### config.mk
export PLATFORM = sky130hd
export DESIGN_NAME = vrfc_ram
export DESIGN_NICKNAME = d
export VERILOG_FILES = /design/src/sv/vrfc_ram.sv
export SDC_FILE = /design/constraint.sdc
export NUM_CORES = 2
export LEC_CHECK = 0
export BUFFER_PORTS_ARGS = -buffer_cell sky130_fd_sc_hd__buf_2
export CELL_PAD_IN_SITES_DETAIL_PLACEMENT = 2
export CELL_PAD_IN_SITES_GLOBAL_PLACEMENT = 2
export CORE_UTILIZATION = 50
export CTS_BUF_LIST = sky130_fd_sc_hd__clkbuf_16
export DETAILED_ROUTE_END_ITERATION = 8
export PLACE_DENSITY_LB_ADDON = 0.1
export REMOVE_ABC_BUFFERS = 1
export SYNTH_ARGS = -nofsm -noshare
export SYNTH_HDL_FRONTEND = slang
export SYNTH_SLANG_ARGS = --single-unit
### constraint.sdc
create_clock -name clk_i -period 7.37 [get_ports clk_i]
set_input_delay 0.737 -clock clk_i [delete_from_list [all_inputs] [get_ports clk_i]]
set_output_delay 0.737 -clock clk_i [all_outputs]
set_load 0.02 [all_outputs]
### src/sv/vrfc_ram.sv
// Generic single-write, single-read RAM with registered read data.
module vrfc_ram #(
  parameter int WIDTH = 8,
  parameter int DEPTH = 256
) (
  input  logic                                   clk_i,
  input  logic                                   we_i,
  input  logic [(DEPTH > 1 ? $clog2(DEPTH) : 1)-1:0] waddr_i,
  input  logic [WIDTH-1:0]                       wdata_i,
  input  logic                                   re_i,
  input  logic [(DEPTH > 1 ? $clog2(DEPTH) : 1)-1:0] raddr_i,
  output logic [WIDTH-1:0]                       rdata_o
);

  logic [WIDTH-1:0] mem_q [DEPTH];
  logic [WIDTH-1:0] rdata_q;

  always_ff @(posedge clk_i) begin
    if (we_i) begin
      mem_q[waddr_i] <= wdata_i;
    end
    if (re_i) begin
      rdata_q <= mem_q[raddr_i];
    end
  end

  assign rdata_o = rdata_q;

endmodule

==> impl_metrics.csv, run 1 <==
group,metric,value,unit
synthesis,synth_compound_area_frac,0.0342,
floorplan,ioPinCount,35,
synthesis,synthCells,3733,
placed_design,dp_hpwl,160000,µm
floorplan,initial_core_util,0.503,
status,firstError,"[ERROR DPL-0033] detailed placement checks failed during check placement.",
floorplan,dieHeight,401,µm
floorplan,die_w,401,µm
synthesis,seq_area_frac_synth,0.775,
synthesis,synth_top_family_by_area,"multiplexers",
synthesis,synth_top_area_frac,0.775,
synthesis,synth_area_leader_cell,"edfxtp_1",
synthesis,synthAdderAreaFrac,0,
floorplan,rows,146,
synthesis,synth_xor_area_frac,0,
synthesis,synth_async_sr_flop_share,0,
synthesis,netlist_area,79600,µm²
synthesis,synth_area_leaders,"edfxtp_1, mux4_2, mux2i_1",
synthesis,syn_avg_cell_area,21.3,µm²
status,stop_stage,"detailed placement",
placed_design,place.gp.congestion,0.824,
synthesis,ys_types,54,
placed_design,port_buffers,34,
synthesis,synth_mux_area_frac,0.146,
status,outcome,"aborted with a tool error",
synthesis,ys_ff_latch,2056,
synthesis,synth_edf_count,2056,
synthesis,synthFlopType,"edfxtp_1",
synthesis,yosysWarnings,0,
synthesis,yosys.area_share.simple,0.0263,
[kinds of logic after synthesis]
logic type / Yosys count
flops: 2056
mux: 591
simple gates: 466
compound gates: 385
buf+inv: 235
[metrics by stage]
step                    hold WS [ns]  std cells  setup WS [ns]
after floorplan                0.836       3500           4.14
after global placement          1.11       5681           2.29
[cells in the mapped netlist (3+ instances only)]
cell type  count
o221ai_1      46
o32ai_1        4
buf_2         31
nand2b_1       8
edfxtp_1    2056
o211ai_1      10
nor3_1        22
a221oi_1      13
a22o_1         8
a22oi_1      133
nand3_1       34
a21oi_1       96
and2_1         6
nor4_2         3
clkbuf_1     111
buf_12         8
or2_2          4
buf_4         27
nor2b_1       31
nand4_1       10
buf_6         21
buf_1         22
nor4_1        24
buf_8         13
nor2_1       282
o22a_1         5
mux4_2       454
nand2_1       33
o22ai_1       28
a211oi_1      16
mux2i_1      134
o21ai_0       10
==> inputs of run 2 (changes only) <==
==> config.mk (replaced) <==
export PLATFORM = sky130hd
export DESIGN_NAME = vrfc_ram
export DESIGN_NICKNAME = d
export VERILOG_FILES = /design/src/sv/vrfc_ram.sv
export SDC_FILE = /design/constraint.sdc
export NUM_CORES = 2
export LEC_CHECK = 0
export BUFFER_PORTS_ARGS = -buffer_cell sky130_fd_sc_hd__buf_2
export CORE_UTILIZATION = 35
export DETAILED_ROUTE_END_ITERATION = 8
export PLACE_DENSITY_LB_ADDON = 0.15
export REMOVE_ABC_BUFFERS = 1
export SYNTH_ARGS = -nofsm -noshare
export SYNTH_HDL_FRONTEND = slang
export SYNTH_SLANG_ARGS = --single-unit
==> run 2 against run 1 <==
The run now ends clean. Synthesized area unchanged. Synthesized cell count unchanged.
==> impl_metrics.csv, run 2 <==
group,metric,value,unit
status,outcome,"finished clean",
detailed_routing,vias,38218,
floorplan,core,226000,µm²
critical_path,rr_startpoint,"mem_q[83][3]",
power_and_ir_drop,powerDensity,270,nW/µm²
floorplan,dieArea,229000,µm²
clock_network,worstSkewPairLatency,0.84,ns
clock_network,cts_tree,"done",
finish,finalNetCount,3858,
finish,final_common_cell,"edfxtp_1",
finish,syn_to_final_growth,12.5,%
power_and_ir_drop,switching_share,0.220,
placed_design,port_buffers,34,
critical_path,worst_setup_path_end_kind,"flop",
clock_network,clockBufferDepth,3,
placed_design,place.gp.congestion,0.784,
sta,fin_crit_sh,0.534,
global_routing,gr-max-usage-layer,"met2",
finish,drive_gt1_frac,0.223,
placed_design,dp_hpwl,133000,µm
sta,hold_viol,0,
floorplan,dieHeight,479,µm
critical_path,arrival,4.48,ns
global_routing,grt_pass1_wl,310000,µm
critical_path,worst-setup-path-type,"in2reg",
synthesis,synth_edf_count,2056,
detailed_routing,drc_errors,0,
floorplan,rows,174,
synthesis,seq_area_frac_synth,0.775,
finish,nFillCells,20218,
critical_path,crit_path_end,"rdata_o[6]",
synthesis,ys_types,54,
clock_network,ctsResizeCount,0,
detailed_routing,vias_per_cell,5.46,
sta,slew_headroom,0.0942,
synthesis,netlist_area,79600,µm²
sta,clock_skew,0.0243,ns
global_routing,grt_pass1_vias,38989,
global_routing,grt_usage,0.191,
sta,worstMarginPinSlew,1.35,ns
clock_network,cts_root_buffer,"clkbuf_16",
synthesis,synthTopCellsByCount,"edfxtp_1, mux4_2, nor2_1",
clock_network,cts_setup_buffers,0,
power_and_ir_drop,ir_drop,0.201,mV
min_path,hold_class,"in2reg",
global_routing,antenna_found_initial,15,
power_and_ir_drop,power,24.2,mW
power_and_ir_drop,p_comb_frac,0.049,
global_routing,grt.met1_usage,0.270,
power_and_ir_drop,p_seq_frac,0.534,
power_and_ir_drop,p_sw,5.33,mW
critical_path,path_max_fanout,64,
sta,fin_crit,3.93,ns
clock_network,clock_sinks,2056,
synthesis,syn_avg_cell_area,21.3,µm²
synthesis,ys_ff_latch,2056,
critical_path,cp-start-kind,"input pin",
clock_network,htreeDepth,4,
critical_path,regToRegEndpoint,"rdata_o[3]",
finish,largest_register_ffs,2048,
sta,setup_viol,0,
sta,drv_slew,0,
global_routing,grt_max_degree,161,
synthesis,synthFlopType,"edfxtp_1",
sta,fmax,254,MHz
synthesis,synthCells,3733,
flow_run,cap_violations,0,
detailed_routing,wire_per_inst,31.5,µm
sta,setup_tns,0,ns
global_routing,met3_usage,0.0332,
sta,rsz0062_at_grt,"no",
finish,mostFrequentLayoutCells,"edfxtp_1, mux4_2, nor2_1, clkbuf_16, mux2i_1",
synthesis,yosysWarnings,0,
global_routing,grtUsageMet2,0.310,
synthesis,synth_top_area_frac,0.775,
critical_path,r2r_cells,6,
clock_network,cts_hold_buf,0,
power_and_ir_drop,p_clk_frac,0.417,
synthesis,synth_area_leader_cell,"edfxtp_1",
finish,largest_register,"mem_q",
critical_path,r2r_slack,4.27,ns
critical_path,startpoint,"raddr_i[1]",
detailed_routing,routed_wirelength,220000,µm
detailed_routing,first_pass_iters,6,
floorplan,initial_core_util,0.353,
power_and_ir_drop,p_int,18.9,mW
floorplan,ioPinCount,35,
clock_network,cts_buffers,211,
synthesis,yosys.cell_count.top_type,"edfxtp_1",
global_routing,gr-total-overflow,0,
detailed_routing,drt_iter0_drc,3727,
critical_path,required,7.92,ns
power_and_ir_drop,power.leakage,27.1,nW
clock_network,clk_pin_slew,0.06,ns
synthesis,synth_async_sr_flop_share,0,
detailed_routing,ant_nets,0,
floorplan,die_w,479,µm
synthesis,synth_area_leaders,"edfxtp_1, mux4_2, mux2i_1",
==> run 2: cell type report <==
type | instances | area [µm²] | share of cell area
tap | 2992 | 3740 | 0.0418
clock inverter | 122 | 810 | 0.00904
inverter | 2 | 7.51 | 0.0000838
antenna | 3 | 7.51 | 0.0000838
multi-input combinational | 1442 | 16600 | 0.185
clock buffer | 266 | 5590 | 0.0625
timing repair buffer | 118 | 1060 | 0.0118
sequential | 2056 | 61700 | 0.689
==> run 2: how the worst min path moves through the flow <==
| stage | start | endpoint | slack (ns) | cells past startpoint |
|---|---|---|---|---|
| after floorplan | wdata_i[0] | mem_q[0][0] | 0.84 | 0 |
| after global placement | mem_q[193][0] | rdata_o[0] | 1.18 | 5 |
| after detailed placement | mem_q[40][3] | rdata_o[3] | 1.15 | 6 |
| after CTS | wdata_i[1] | mem_q[202][1] | 0.35 | 1 |
| after global routing | wdata_i[2] | mem_q[62][2] | 0.38 | 1 |
| final | wdata_i[2] | mem_q[55][2] | 0.38 | 1 |
==> run 2: metal layers <==
metal  vias to the layer above  wire, µm
met1                     21013     98200
met5                         -        17
li1                      15928         -
met3                       233     11400
met4                         2      3680
met2                      1042    107000
==> run 2: cells by family after synthesis <==
family | after synthesis | synth area share
flip-flops | 2056 | 0.775
AND/OR/NAND/NOR | 466 | 0.0263
multiplexers | 591 | 0.146
AO/OA/AOI/OAI | 385 | 0.0342
buffers and inverters | 235 | 0.0183
==> run 2: power groups by stage <==
stage          clock [mW]  sequential [mW]  combinational, mW
2_1_floorplan           0             13.2              0.453
3_3_place_gp            0             13.2               1.21
6_report             10.1             12.9               1.19
3_5_place_dp            0             13.2               1.22
5_1_grt              10.7             12.9               1.26
4_1_cts              10.3             12.9               1.22
==> run 2: per-stage QoR <==
stage           util  hold WS (ns)  cells  worst slack [ns]  area, µm²
6_report       0.397         0.377   7001              3.44      89600
5_1_grt        0.397         0.383   7000              3.30      89600
4_1_cts        0.397         0.353   6998              3.26      89500
3_5_place_dp   0.369          1.15   6610              2.32      83100
3_3_place_gp   0.368          1.18   6608              1.95      83100
2_1_floorplan      -         0.836   3500              4.14      78200
==> run 2: critical path, cell delays in order <==
cell     delay (ns)
buf_8          0.46
buf_4          0.53
buf_12         0.39
mux4_2         0.40
a22oi_1        0.41
a21oi_1        0.20
nor4_1         1.14
nor4_2         0.08
Note: power is estimated with default switching activity, not from simulation.
